**config.mk**
```make
export PLATFORM = sky130hd
export DESIGN_NAME = fade_sequencer_queue
export DESIGN_NICKNAME = d
export VERILOG_FILES = /design/src/hw/rtl/fsq_pkg.sv /design/src/hw/rtl/fsq_ram.sv /design/src/hw/rtl/fsq_ctrl.sv /design/src/hw/rtl/fsq_datapath.sv /design/src/hw/rtl/fade_sequencer_queue.sv
export SDC_FILE = /design/constraint.sdc
export NUM_CORES = 2
export LEC_CHECK = 0
export ABC_CLOCK_PERIOD_IN_PS = 10450
export BUFFER_PORTS_ARGS = -buffer_cell sky130_fd_sc_hd__buf_4
export CAP_MARGIN = 20
export CORE_ASPECT_RATIO = 1.1
export CORE_MARGIN = 2
export CORE_UTILIZATION = 30
export DETAILED_ROUTE_END_ITERATION = 16
export PLACE_DENSITY = 0.51
export RECOVER_POWER = 25
export SLEW_MARGIN = 20
export SYNTH_ARGS = -nofsm -noshare
export SYNTH_HDL_FRONTEND = slang
export SYNTH_HIERARCHICAL = 1
export SYNTH_SLANG_ARGS = --single-unit
```
**constraint.sdc**
```tcl
create_clock -name clock -period 10.45 [get_ports clock]
set_input_delay 2.09 -clock clock [delete_from_list [all_inputs] [get_ports clock]]
set_output_delay 2.09 -clock clock [all_outputs]
set_load 0.02 [all_outputs]
```
**src/hw/rtl/fsq_pkg.sv**
```systemverilog
`default_nettype none

package fsq_pkg;

   localparam int QUEUE_DEPTH     = 16;
   localparam int ALPHA_FRAC_BITS = 16;

   localparam int IDX_W   = $clog2(QUEUE_DEPTH);
   localparam int CNT_W   = $clog2(QUEUE_DEPTH + 1);
   localparam int ALPHA_W = ALPHA_FRAC_BITS + 1;
   localparam int STEP_W  = $clog2(ALPHA_FRAC_BITS);
   localparam int DUR_W   = 32;
   localparam int TICK_W  = 16;
   localparam int PROD_W  = ALPHA_W + DUR_W;

   localparam logic [ALPHA_W-1:0] ALPHA_ONE = ALPHA_W'(1) << ALPHA_FRAC_BITS;

   localparam logic OP_ENQUEUE = 1'b0;
   localparam logic OP_TICK    = 1'b1;

   localparam logic [1:0] MODE_FADE_OUT = 2'd0;
   localparam logic [1:0] MODE_STAY     = 2'd1;
   localparam logic [1:0] MODE_FADE_IN  = 2'd2;

   typedef struct packed {
      logic              operation;
      logic [1:0]        mode;
      logic [DUR_W-1:0]  duration;
      logic              skippable;
      logic [TICK_W-1:0] elapsed_ticks;
      logic              key_pressed;
   } req_type;

   typedef struct packed {
      logic [ALPHA_W-1:0] alpha;
      logic               fading;
      logic               command_finished;
      logic               enqueue_dropped;
   } rsp_type;

   typedef struct packed {
      logic [1:0]       mode;
      logic [DUR_W-1:0] duration;
      logic             skippable;
   } entry_type;

   localparam int ENTRY_W = $bits(entry_type);

   typedef enum logic [3:0] {
      ST_IDLE,
      ST_DECODE,
      ST_LOAD,
      ST_DIV,
      ST_EVAL,
      ST_WALK_READ,
      ST_WALK_CHECK,
      ST_SCALE,
      ST_POP,
      ST_RESPOND
   } state_type;

   typedef struct packed {
      logic capture;
      logic enq_write;
      logic set_drop;
      logic load_head;
      logic div_step;
      logic eval;
      logic walk_read;
      logic walk_next;
      logic walk_hit;
      logic walk_all;
      logic scale;
      logic pop;
      logic respond;
   } cmd_type;

   typedef struct packed {
      logic is_enq;
      logic full;
      logic empty;
      logic div_last;
      logic need_walk;
      logic done;
      logic walk_end;
      logic walk_found;
   } sts_type;

   // circular add, offset never exceeds the depth
   function automatic logic [IDX_W-1:0] wrap_add(input logic [IDX_W-1:0] base,
                                                 input logic [CNT_W-1:0] off);
      logic [CNT_W:0] sum;
      sum = (CNT_W + 1)'(base) + (CNT_W + 1)'(off);
      if (sum >= (CNT_W + 1)'(QUEUE_DEPTH))
         sum = sum - (CNT_W + 1)'(QUEUE_DEPTH);
      return sum[IDX_W-1:0];
   endfunction

endpackage

`default_nettype wire

```
**src/hw/rtl/fsq_ram.sv**
```systemverilog
`default_nettype none

module fsq_ram #(
   parameter int WIDTH = 8,
   parameter int DEPTH = 16
) (
   input  wire logic                     clock,
   input  wire logic                     wr_en,
   input  wire logic [$clog2(DEPTH)-1:0] wr_addr,
   input  wire logic [WIDTH-1:0]         wr_data,
   input  wire logic [$clog2(DEPTH)-1:0] rd_addr,
   output      logic [WIDTH-1:0]         rd_data
);

   logic [WIDTH-1:0] mem_ff [DEPTH];
   logic [WIDTH-1:0] rd_data_ff;

   always_ff @(posedge clock) begin
      if (wr_en) begin
         mem_ff[wr_addr] <= wr_data;
      end
      rd_data_ff <= mem_ff[rd_addr];
   end

   assign rd_data = rd_data_ff;

endmodule

`default_nettype wire

```
**src/hw/rtl/fsq_ctrl.sv**
```systemverilog
`default_nettype none

module fsq_ctrl (
   input  wire logic             clock,
   input  wire logic             reset,
   input  wire logic             req_valid,
   output      logic             req_stall,
   output      logic             rsp_valid,
   input  wire logic             rsp_stall,
   input  wire fsq_pkg::sts_type sts,
   output      fsq_pkg::cmd_type cmd
);
   import fsq_pkg::*;

   state_type state_ff, state_in;
   logic      rsp_valid_ff, rsp_valid_in;
   logic      out_free;

   assign out_free = !rsp_valid_ff || !rsp_stall;

   always_comb begin
      state_in = state_ff;
      unique case (state_ff)
         ST_IDLE: begin
            if (req_valid) state_in = ST_DECODE;
         end
         ST_DECODE: begin
            if (!sts.is_enq && !sts.empty) state_in = ST_LOAD;
            else                          state_in = ST_RESPOND;
         end
         ST_LOAD: state_in = ST_DIV;
         ST_DIV: begin
            if (sts.div_last) state_in = ST_EVAL;
         end
         ST_EVAL: begin
            if (sts.need_walk)  state_in = ST_WALK_READ;
            else if (sts.done)  state_in = ST_POP;
            else                state_in = ST_RESPOND;
         end
         ST_WALK_READ: begin
            if (sts.walk_end) state_in = ST_POP;
            else              state_in = ST_WALK_CHECK;
         end
         ST_WALK_CHECK: begin
            if (sts.walk_found) state_in = ST_SCALE;
            else                state_in = ST_WALK_READ;
         end
         ST_SCALE: state_in = ST_POP;
         ST_POP:   state_in = ST_RESPOND;
         ST_RESPOND: begin
            if (out_free) state_in = ST_IDLE;
         end
         default: state_in = ST_IDLE;
      endcase
   end

   always_comb begin
      cmd = '0;
      unique case (state_ff)
         ST_IDLE: cmd.capture = req_valid;
         ST_DECODE: begin
            if (sts.is_enq) begin
               cmd.set_drop  = sts.full;
               cmd.enq_write = !sts.full;
            end
         end
         ST_LOAD: cmd.load_head = 1'b1;
         ST_DIV:  cmd.div_step  = 1'b1;
         ST_EVAL: cmd.eval      = 1'b1;
         ST_WALK_READ: begin
            cmd.walk_all  = sts.walk_end;
            cmd.walk_read = !sts.walk_end;
         end
         ST_WALK_CHECK: begin
            cmd.walk_hit  = sts.walk_found;
            cmd.walk_next = !sts.walk_found;
         end
         ST_SCALE:   cmd.scale   = 1'b1;
         ST_POP:     cmd.pop     = 1'b1;
         ST_RESPOND: cmd.respond = out_free;
         default: ;
      endcase
   end

   assign rsp_valid_in = cmd.respond || (rsp_valid_ff && rsp_stall);

   always_ff @(posedge clock) begin
      if (reset) begin
         state_ff     <= ST_IDLE;
         rsp_valid_ff <= 1'b0;
      end else begin
         state_ff     <= state_in;
         rsp_valid_ff <= rsp_valid_in;
      end
   end

   assign req_stall = (state_ff != ST_IDLE);
   assign rsp_valid = rsp_valid_ff;

endmodule

`default_nettype wire

```
**src/hw/rtl/fsq_datapath.sv**
```systemverilog
`default_nettype none

module fsq_datapath (
   input  wire logic             clock,
   input  wire logic             reset,
   input  wire fsq_pkg::req_type req_data,
   input  wire fsq_pkg::cmd_type cmd,
   output      fsq_pkg::sts_type sts,
   output      fsq_pkg::rsp_type rsp_data
);
   import fsq_pkg::*;

   // queue bookkeeping and alpha level
   logic [IDX_W-1:0]   head_ff, head_in;
   logic [CNT_W-1:0]   count_ff, count_in;
   logic [ALPHA_W-1:0] alpha_ff, alpha_in;

   // working registers of one item
   req_type               req_ff, req_in;
   logic [DUR_W-1:0]      el_ff, el_in;
   logic [1:0]            mode_ff, mode_in;
   logic [DUR_W-1:0]      dur_ff, dur_in;
   logic                  skip_ff, skip_in;
   logic [DUR_W-1:0]      rem_ff, rem_in;
   logic [ALPHA_FRAC_BITS-1:0] quo_ff, quo_in;
   logic [STEP_W-1:0]     step_ff, step_in;
   logic [ALPHA_W-1:0]    frac_ff, frac_in;
   logic [CNT_W-1:0]      walk_k_ff, walk_k_in;
   logic [CNT_W-1:0]      pop_ff, pop_in;
   logic [PROD_W-1:0]     prod_ff, prod_in;
   logic                  fading_ff, fading_in;
   logic                  fin_ff, fin_in;
   logic                  drop_ff, drop_in;
   rsp_type               rsp_ff, rsp_in;

   // memories
   entry_type          ent_wr_data, ent_rd;
   logic [ENTRY_W-1:0] ent_rd_bits;
   logic               el_wr_en;
   logic [IDX_W-1:0]   el_wr_addr;
   logic [DUR_W-1:0]   el_wr_data, el_rd;
   logic [IDX_W-1:0]   rd_addr, tail, walk_slot;

   logic [DUR_W:0]       el_sum;
   logic [DUR_W-1:0]     el_sat;
   logic [DUR_W:0]       rem_sh, rem_diff;
   logic                 rem_ge;
   logic [ALPHA_W-1:0]   frac, alpha_new;
   logic                 skip_key, done, need_walk;
   logic [CNT_W-1:0]     count_left;

   assign tail      = wrap_add(head_ff, count_ff);
   assign walk_slot = wrap_add(head_ff, walk_k_ff);
   assign rd_addr   = cmd.walk_read ? walk_slot : head_ff;

   assign ent_wr_data.mode      = req_ff.mode;
   assign ent_wr_data.duration  = req_ff.duration;
   assign ent_wr_data.skippable = req_ff.skippable;

   fsq_ram #(.WIDTH(ENTRY_W), .DEPTH(QUEUE_DEPTH)) u_entry_ram (
      .clock   (clock),
      .wr_en   (cmd.enq_write),
      .wr_addr (tail),
      .wr_data (ent_wr_data),
      .rd_addr (rd_addr),
      .rd_data (ent_rd_bits)
   );

   assign ent_rd = entry_type'(ent_rd_bits);

   fsq_ram #(.WIDTH(DUR_W), .DEPTH(QUEUE_DEPTH)) u_elapsed_ram (
      .clock   (clock),
      .wr_en   (el_wr_en),
      .wr_addr (el_wr_addr),
      .wr_data (el_wr_data),
      .rd_addr (rd_addr),
      .rd_data (el_rd)
   );

   always_comb begin
      el_wr_en   = cmd.enq_write || cmd.eval || cmd.scale;
      el_wr_addr = head_ff;
      el_wr_data = el_ff;
      if (cmd.enq_write) begin
         el_wr_addr = tail;
         el_wr_data = '0;
      end else if (cmd.scale) begin
         el_wr_addr = walk_slot;
         el_wr_data = prod_ff[ALPHA_FRAC_BITS +: DUR_W];
      end
   end

   // saturating elapsed update
   assign el_sum = (DUR_W + 1)'(el_rd) + (DUR_W + 1)'(req_ff.elapsed_ticks);
   assign el_sat = el_sum[DUR_W] ? '1 : el_sum[DUR_W-1:0];

   // one restoring division step, only used when elapsed < duration
   assign rem_sh   = {rem_ff, 1'b0};
   assign rem_ge   = rem_sh >= {1'b0, dur_ff};
   assign rem_diff = rem_sh - {1'b0, dur_ff};

   // elapsed >= duration (zero duration included) clamps to one
   assign frac     = (el_ff >= dur_ff) ? ALPHA_ONE : {1'b0, quo_ff};
   assign skip_key = skip_ff && req_ff.key_pressed;

   always_comb begin
      alpha_new = alpha_ff;
      done      = 1'b0;
      need_walk = 1'b0;
      unique case (mode_ff)
         MODE_FADE_OUT: begin
            alpha_new = frac;
            done      = (frac == ALPHA_ONE);
         end
         MODE_STAY: begin
            done = skip_key || (el_ff > dur_ff) || (dur_ff == '0);
         end
         MODE_FADE_IN: begin
            alpha_new = ALPHA_ONE - frac;
            need_walk = skip_key;
            done      = skip_key || (frac == ALPHA_ONE);
         end
         default: done = 1'b1;
      endcase
   end

   assign count_left = count_ff - pop_ff;

   always_comb begin
      head_in   = head_ff;
      count_in  = count_ff;
      alpha_in  = alpha_ff;
      req_in    = req_ff;
      el_in     = el_ff;
      mode_in   = mode_ff;
      dur_in    = dur_ff;
      skip_in   = skip_ff;
      rem_in    = rem_ff;
      quo_in    = quo_ff;
      step_in   = step_ff;
      frac_in   = frac_ff;
      walk_k_in = walk_k_ff;
      pop_in    = pop_ff;
      prod_in   = prod_ff;
      fading_in = fading_ff;
      fin_in    = fin_ff;
      drop_in   = drop_ff;
      rsp_in    = rsp_ff;

      if (cmd.capture) begin
         req_in    = req_data;
         fading_in = 1'b0;
         fin_in    = 1'b0;
         drop_in   = 1'b0;
      end
      if (cmd.set_drop) drop_in = 1'b1;
      if (cmd.enq_write) count_in = count_ff + CNT_W'(1);
      if (cmd.load_head) begin
         el_in     = el_sat;
         mode_in   = ent_rd.mode;
         dur_in    = ent_rd.duration;
         skip_in   = ent_rd.skippable;
         rem_in    = el_sat;
         quo_in    = '0;
         step_in   = '0;
         fading_in = 1'b1;
      end
      if (cmd.div_step) begin
         if (rem_ge) rem_in = rem_diff[DUR_W-1:0];
         else        rem_in = rem_sh[DUR_W-1:0];
         quo_in  = {quo_ff[ALPHA_FRAC_BITS-2:0], rem_ge};
         step_in = step_ff + STEP_W'(1);
      end
      if (cmd.eval) begin
         alpha_in  = alpha_new;
         fin_in    = done;
         frac_in   = frac;
         walk_k_in = CNT_W'(1);
         pop_in    = CNT_W'(1);
      end
      if (cmd.walk_next) walk_k_in = walk_k_ff + CNT_W'(1);
      if (cmd.walk_hit) begin
         pop_in  = walk_k_ff;
         prod_in = PROD_W'(frac_ff) * PROD_W'(ent_rd.duration);
      end
      if (cmd.walk_all) pop_in = count_ff;
      if (cmd.pop) begin
         count_in = count_left;
         head_in  = (count_left == '0) ? '0 : wrap_add(head_ff, pop_ff);
      end
      if (cmd.respond) begin
         rsp_in.alpha            = alpha_ff;
         rsp_in.fading           = fading_ff;
         rsp_in.command_finished = fin_ff;
         rsp_in.enqueue_dropped  = drop_ff;
      end
   end

   always_ff @(posedge clock) begin
      if (reset) begin
         head_ff  <= '0;
         count_ff <= '0;
         alpha_ff <= '0;
      end else begin
         head_ff  <= head_in;
         count_ff <= count_in;
         alpha_ff <= alpha_in;
      end
   end

   always_ff @(posedge clock) begin
      req_ff    <= req_in;
      el_ff     <= el_in;
      mode_ff   <= mode_in;
      dur_ff    <= dur_in;
      skip_ff   <= skip_in;
      rem_ff    <= rem_in;
      quo_ff    <= quo_in;
      step_ff   <= step_in;
      frac_ff   <= frac_in;
      walk_k_ff <= walk_k_in;
      pop_ff    <= pop_in;
      prod_ff   <= prod_in;
      fading_ff <= fading_in;
      fin_ff    <= fin_in;
      drop_ff   <= drop_in;
      rsp_ff    <= rsp_in;
   end

   assign sts.is_enq     = (req_ff.operation == OP_ENQUEUE);
   assign sts.full       = (count_ff >= CNT_W'(QUEUE_DEPTH));
   assign sts.empty      = (count_ff == '0);
   assign sts.div_last   = (step_ff == STEP_W'(ALPHA_FRAC_BITS - 1));
   assign sts.need_walk  = need_walk;
   assign sts.done       = done;
   assign sts.walk_end   = (walk_k_ff >= count_ff);
   assign sts.walk_found = (ent_rd.mode == MODE_FADE_OUT);

   assign rsp_data = rsp_ff;

endmodule

`default_nettype wire

```
**src/hw/rtl/fade_sequencer_queue.sv**
```systemverilog
// fade_sequencer_queue: a queue of timed fade commands that drives an alpha level.
// Input channel req_valid / req_stall / req_data carries one item: an enqueue
// (mode, duration, skippable) or a tick (elapsed_ticks, key_pressed).
// Result channel rsp_valid / rsp_stall / rsp_data returns exactly one item per
// input item, in order: alpha (Q1.16), fading, command_finished, enqueue_dropped.
// One item is worked on at a time; req_stall is high from acceptance until the
// result has been loaded into the output register.
// An enqueue, or a tick on an empty queue, goes from decode straight to the
// response. A tick on a non-empty queue loads the head, runs the bit-serial
// fraction divider, evaluates and, when the head command completes, pops it. A
// skipped fade in first walks the queue, reading and checking one entry at a time.
// A new item is taken only once the last result is in the output register.
// The output register lets the next item be accepted while a result waits.
// While rsp_stall is high the result is held unchanged; a finished item then
// waits in its last step until the output register frees up.
// Reset (synchronous, active high) empties the queue, returns the head to slot 0
// and sets alpha to 0. Entry storage is not cleared and needs no clearing pass.
`default_nettype none

module fade_sequencer_queue (
   input  wire logic             clock,
   input  wire logic             reset,
   input  wire logic             req_valid,
   output      logic             req_stall,
   input  wire fsq_pkg::req_type req_data,
   output      logic             rsp_valid,
   input  wire logic             rsp_stall,
   output      fsq_pkg::rsp_type rsp_data
);
   import fsq_pkg::*;

   cmd_type cmd;
   sts_type sts;

   fsq_ctrl u_ctrl (
      .clock     (clock),
      .reset     (reset),
      .req_valid (req_valid),
      .req_stall (req_stall),
      .rsp_valid (rsp_valid),
      .rsp_stall (rsp_stall),
      .sts       (sts),
      .cmd       (cmd)
   );

   fsq_datapath u_datapath (
      .clock    (clock),
      .reset    (reset),
      .req_data (req_data),
      .cmd      (cmd),
      .sts      (sts),
      .rsp_data (rsp_data)
   );

endmodule

`default_nettype wire

```
==> After elaboration in Yosys (flattened, before gate mapping) <==
Memories as Yosys holds them, arrays and structs flattened. A register that Yosys moved wholly into a read port is not among the register bits.
Cells that the tools add are included.
{ "totals": {"register_bits": 301, "ramBits": 1072, "out_inout_bits": 22, "elab_cells": 154, "n_memories": 2} }
{ "classes": {"n_addsub": 13, "n_mul": 1, "magnitude_cmp": 8, "n_eq_ne": 16, "n_mux": 54, "reduce_logical": 31} }
{ "memory_table": {"columns": ["memory", "words", "word_bits", "read_ports", "rd_clocked_by_memory_dff", "wr", "line", "source"], "rows": [
  ["u_datapath.u_entry_ram.mem_ff", 16, 35, 1, 1, 1, "fsq_ram.sv:15", "logic [WIDTH-1:0] mem_ff [DEPTH];"],
  ["u_datapath.u_elapsed_ram.mem_ff", 16, 32, 1, 1, 1, "fsq_ram.sv:15", null]
]} }
{ "op_table": {"columns": ["cell", "count"], "rows": [
  ["32-bit 2-to-1 mux", 6],
  ["4-bit 2-to-1 mux", 15],
  ["17-bit by 32-bit multiplier with 48-bit output", 1],
  ["4-bit one-hot mux with 10 select lines", 1],
  ["17-bit one-hot mux with 2 select lines", 1],
  ["32-bit by 16-bit adder with 33-bit output", 1],
  ["33-bit by 32-bit >= comparator with 1-bit output", 1],
  ["32-bit >= comparator", 1],
  ["32-bit > comparator", 1],
  ["32-bit logical NOT", 1],
  ["16-bit 2-to-1 mux", 2],
  ["32-bit subtractor", 1],
  ["5-bit 2-to-1 mux", 6],
  ["4-bit by 5-bit adder with 6-bit output", 3],
  ["6-bit by 5-bit >= comparator with 1-bit output (second input constant)", 3],
  ["17-bit == test (second input constant)", 1],
  ["1-bit 2-to-1 mux", 17],
  ["17-bit 2-to-1 mux", 1],
  ["17-bit subtractor (first input constant)", 1],
  ["4-bit by 3-bit == test with 1-bit output (second input constant)", 4],
  ["4-bit == test (second input constant)", 3],
  ["4-bit by 1-bit subtractor with 4-bit output (second input constant)", 3],
  ["5-bit by 1-bit adder with 5-bit output (second input constant)", 2],
  ["5-bit logical NOT", 2],
  ["other kinds (22)", 45]
]} }

==> Longest topological paths before layout <==
{ "logic_depth": {"depth_word": 8, "depth_mapped": 23, "mapped_depth_nobuf": 22} }

==> Cells and area by module <==
Netlist, hierarchy kept.
{ "by_module_without_submodules": {"columns": ["mod", "instances", "cells_per_inst", "area_per_inst_um2"], "rows": [
  ["fsq_datapath", 1, 3315, 31998.2],
  ["fsq_ram at u_datapath.u_entry_ram", 1, 914, 22052.4],
  ["fsq_ram at u_datapath.u_elapsed_ram", 1, 838, 19835.3],
  ["fsq_ctrl", 1, 69, 488.0]
]} }

==> Least setup slack after synthesis <==
OpenSTA, ideal clock, no wires.
{ "synth_path": {"path_type": "register to register", "startpoint": "register u_ctrl.state_ff[0]", "endpoint": "register u_datapath.quo_ff[0] (enable)", "arrival_time_ns": 6.513, "setup_slack_ns": 3.550, "stages_incl_launch_ff": 5, "path_buffers": 1, "synth_period_minus_slack_ns": 6.900, "path_cell_list": "dfxtp_1 > buf_6 > nand2b_1 > nor3_1 > or2_2"} }
{ "synth_lines": {"columns": ["item", "line", "source"], "rows": [
  ["start: declaration", "fsq_ctrl.sv:15", "state_type state_ff, state_in;"],
  ["start signal: assignment", "fsq_ctrl.sv:92", "state_ff <= state_in;"],
  ["end signal: assignment", "fsq_datapath.sv:218", "quo_ff <= quo_in;"],
  ["end: declaration", "fsq_datapath.sv:25", "logic [ALPHA_FRAC_BITS-1:0] quo_ff, quo_in;"]
]} }

==> Worst setup path after layout <==
{ "layout_path": {"startpoint": "register u_datapath.u_entry_ram.rd_data_ff[10], in the netlist u_datapath/u_entry_ram/rd_data[10] (read register of u_datapath.u_entry_ram.mem_ff)", "endpoint": "register u_datapath.prod_ff[42] (data pin)"} }
{ "layout_via": {"elab_chain_cells": 1} }
{ "layout_rtl": {"columns": ["item", "line", "source"], "rows": [
  ["start: declaration", "fsq_ram.sv:16", "logic [WIDTH-1:0] rd_data_ff;"],
  ["17-bit by 32-bit multiplier with 48-bit output", "fsq_datapath.sv:184", "prod_in = PROD_W'(frac_ff) * PROD_W'(ent_rd.duration);"],
  ["end signal: assignment", "fsq_datapath.sv:223", "prod_ff <= prod_in;"],
  ["end: declaration", "fsq_datapath.sv:30", "logic [PROD_W-1:0] prod_ff, prod_in;"]
]} }
No other way between the ends.
A chain may end at the register's enable or synchronous reset.

==> results.py <==
metrics = {
    "outcome": {
        "outcome": "finished with violations",
        "violations": "capacitance limit, slew limit",
    },
    "floorplan": {
        "core_area_sq_mm": 0.246,
        "initial_core_util": 0.302,
        "rows": 191,
        "io_pins": 79,
        "dieWidth_um": 479,
        "die_h_um": 526,
        "die-area_sq_mm": 0.252,
    },
    "worst_hold_path": {
        "hold_class": "reg2reg",
        "hold_depth": 0,
    },
    "clock_tree": {
        "ctsResizeCount": 0,
        "worstSkewPairLatency_ns": 0.83,
        "path_clk_slew_ns": 0.06,
        "clockBufferDepth": 4,
        "cts_setup_buffers": 0,
        "hold_buffers": 0,
        "numCtsBuffers": 152,
        "cts.sink_count": 1424,
        "h-tree-depth": 4,
        "cts_root_buf": "clkbuf_16",
        "cts_tree": "built",
    },
    "timing": {
        "period_share": 0.756,
        "slew_violations": 208,
        "hold_slack_ns": 0.439,
        "rsz0062_at_grt": "false",
        "tightestPinTransition_ns": 2.10,
        "tns_ns": 0,
        "finalHoldViolations": 0,
        "period_needed_ns": 7.90,
        "clock.fmax_mhz": 127,
        "slew_headroom": -0.400,
        "setup_viol": 0,
        "skew_ns": 0.0555,
    },
    "placed_design": {
        "portBuffers": 78,
        "dpl_cell_area_sq_mm": 0.0790,
        "routabilityCongestion": 0.837,
        "hpwl_mm": 127,
        "dp_cells": 8359,
    },
    "critical_path": {
        "crit_buf_inv": 4,
        "crit_top_cell": "fa_1",
        "crit_required_ns": 10.98,
        "r2r_cells": 20,
        "cp_num_cells": 20,
        "worstPathCellList": "clkbuf_1 > nand2_1 > fa_1 > inv_1 > fa_1 > fa_1 > fa_1 > fa_1 > inv_1 > fa_1 > inv_1 > ha_1 > nand2_1 > nor3_1 > nand2_1 > a221oi_1 > o31ai_1 > a31oi_1 > mux2i_1 > nand3_1",
        "critPathTopFamily": "adder cells",
        "cp-end-kind": "flip-flop",
        "critical-path-max-stage-delay_ns": 1.21,
        "slowest_stage": "clkbuf_1",
        "path_max_fanout": 18,
        "start_kind": "flip-flop",
        "critPathKind": "reg2reg",
        "cp_data_arrival_time_ns": 8.43,
    },
    "global_routing": {
        "grtUsageTotal": 0.161,
        "grt_max_degree": 134,
        "grt_pass1_vias": 45100,
        "antenna_found_initial": 9,
        "grt.overflow.total": 0,
        "grt_pass1_wl_mm": 302,
    },
    "route": {
        "drt-wirelength-per-cell_um": 23.7,
        "vias": 42600,
        "wl_met1_mm": 85.7,
        "dr_wl_met3_mm": 8.87,
        "drt_first_iter_violations": 2994,
        "wl_met2_mm": 104,
        "drt_first_pass_iters": 6,
        "dr.max_layer_used": "met4",
        "wirelength_mm": 204,
        "avgViaCountPerCell": 4.93,
        "drc_errors": 0,
        "postRouteAntennaNets": 0,
    },
    "synth": {
        "synth_top_area_frac": 0.535,
        "synth_compound_area_frac": 0.0512,
        "synth.area.top_cells": "edfxtp_1, fa_1, mux4_2",
        "async_reset_ff_frac": 0,
        "synth_edf_count": 1324,
        "synthCells": 5136,
        "synth.distinct_cells": 94,
        "synth-simple-area-share": 0.0805,
        "yosysWarnings": 6,
        "ys.flop_type": "edfxtp_1",
        "netlist_area_sq_mm": 0.0744,
        "muxShareOfSynthArea": 0.0908,
        "synth_nets": 5866,
        "synth_seq_cells": 1424,
        "synth.most_common_cell": "edfxtp_1",
        "synth_top_family_by_area": "adder cells",
        "yosysTopAreaCell": "edfxtp_1",
        "synthAdderAreaFrac": 0.159,
        "synth_area_per_cell_sq_um": 14.5,
        "synthTopCellsByCount": "edfxtp_1, inv_1, nand2_1, fa_1, and2_1",
        "synthXorXnorAreaFrac": 0.0123,
        "ys_seq_area_frac": 0.561,
    },
    "flow_run": {
        "cap_violations": 11,
    },
    "final_layout": {
        "drive_gt1_frac": 0.122,
        "nets": 5963,
        "stdcell_count": 8635,
        "area_growth_pct": 12.5,
        "final_area_sq_mm": 0.0837,
        "fillerInstances": 23800,
    },
}
[metal layers]
metal  up-vias  track usage
li1      18700            -
met1     22600        0.207
met2      1032        0.285
met3       290       0.0189
met4         0       0.0453
met5         -            0
[registers in the layout, indices dropped and copies added (netlist names), 18 cells and up]
name,flops
u_datapath/u_elapsed_ram/mem_ff,512
u_datapath/u_elapsed_ram/rd_data,32
u_datapath/dur_ff,32
u_datapath/rem_ff,32
u_datapath/prod_ff,32
u_datapath/req_ff,18
u_datapath/el_ff,32
u_datapath/ent_wr_data,35
u_datapath/u_entry_ram/mem_ff,560
u_datapath/rsp_data,20
u_datapath/u_entry_ram/rd_data,35
[layout make-up]
cell class | count | area [sq um] | area share
flip-flops and latches | 1424 | 41800 | 0.499
multi-input cells | 2902 | 29600 | 0.354
clock buffers | 192 | 4150 | 0.0496
well taps | 3281 | 4110 | 0.0491
inverters | 572 | 2150 | 0.0257
repair buffers | 181 | 1220 | 0.0145
clock inverters | 72 | 661 | 0.00789
diodes | 11 | 27.5 | 0.000329
[through the flow]
step                utilization  worst slack (ns)
floorplan                     -              3.55
global placement          0.321              3.23
detailed placement        0.321              3.20
CTS                       0.340              3.09
global route              0.340              2.30
finish                    0.340              2.55
[placed cells by master, fill, tap and decap left out, types with 63 or more instances in the layout]
cell type | synthesis | final
a21oi_1 | 122 | 120
a22oi_1 | 134 | 134
and2_1 | 240 | 234
buf_4 | 16 | 102
clkbuf_1 | 168 | 74
clkbuf_16 | 0 | 157
dfxtp_1 | 100 | 100
edfxtp_1 | 1324 | 1324
fa_1 | 452 | 452
ha_1 | 221 | 221
inv_1 | 572 | 572
mux4_2 | 211 | 211
nand2_1 | 562 | 562
nor2_1 | 171 | 143
o21ai_0 | 72 | 72
xnor2_1 | 63 | 63
[final timing paths]
check	from	end	slack, ns
min reg2reg	u_datapath/fin_ff	u_datapath/rsp_data[1]	0.44
max	u_datapath/u_entry_ram/rd_data[10]	u_datapath/prod_ff[42]	2.55
max reg2reg	u_datapath/u_entry_ram/rd_data[10]	u_datapath/prod_ff[42]	2.55
min	u_datapath/fin_ff	u_datapath/rsp_data[1]	0.44
[kinds of logic (layout without fill, tap and decap cells)]
kind of cell,Yosys count,count (layout)
AOI/OAI and AO/OA,558,558
xor gates and xnor gates,103,103
adders and majority gates,673,673
buffers and inverters,810,1017
DFF,1424,1424
muxes,317,317
other,0,11
and+or+nand+nor,1251,1251
Power is not shown: default switching activity piles up to over one toggle a cycle in this logic, so the estimate is an artifact.
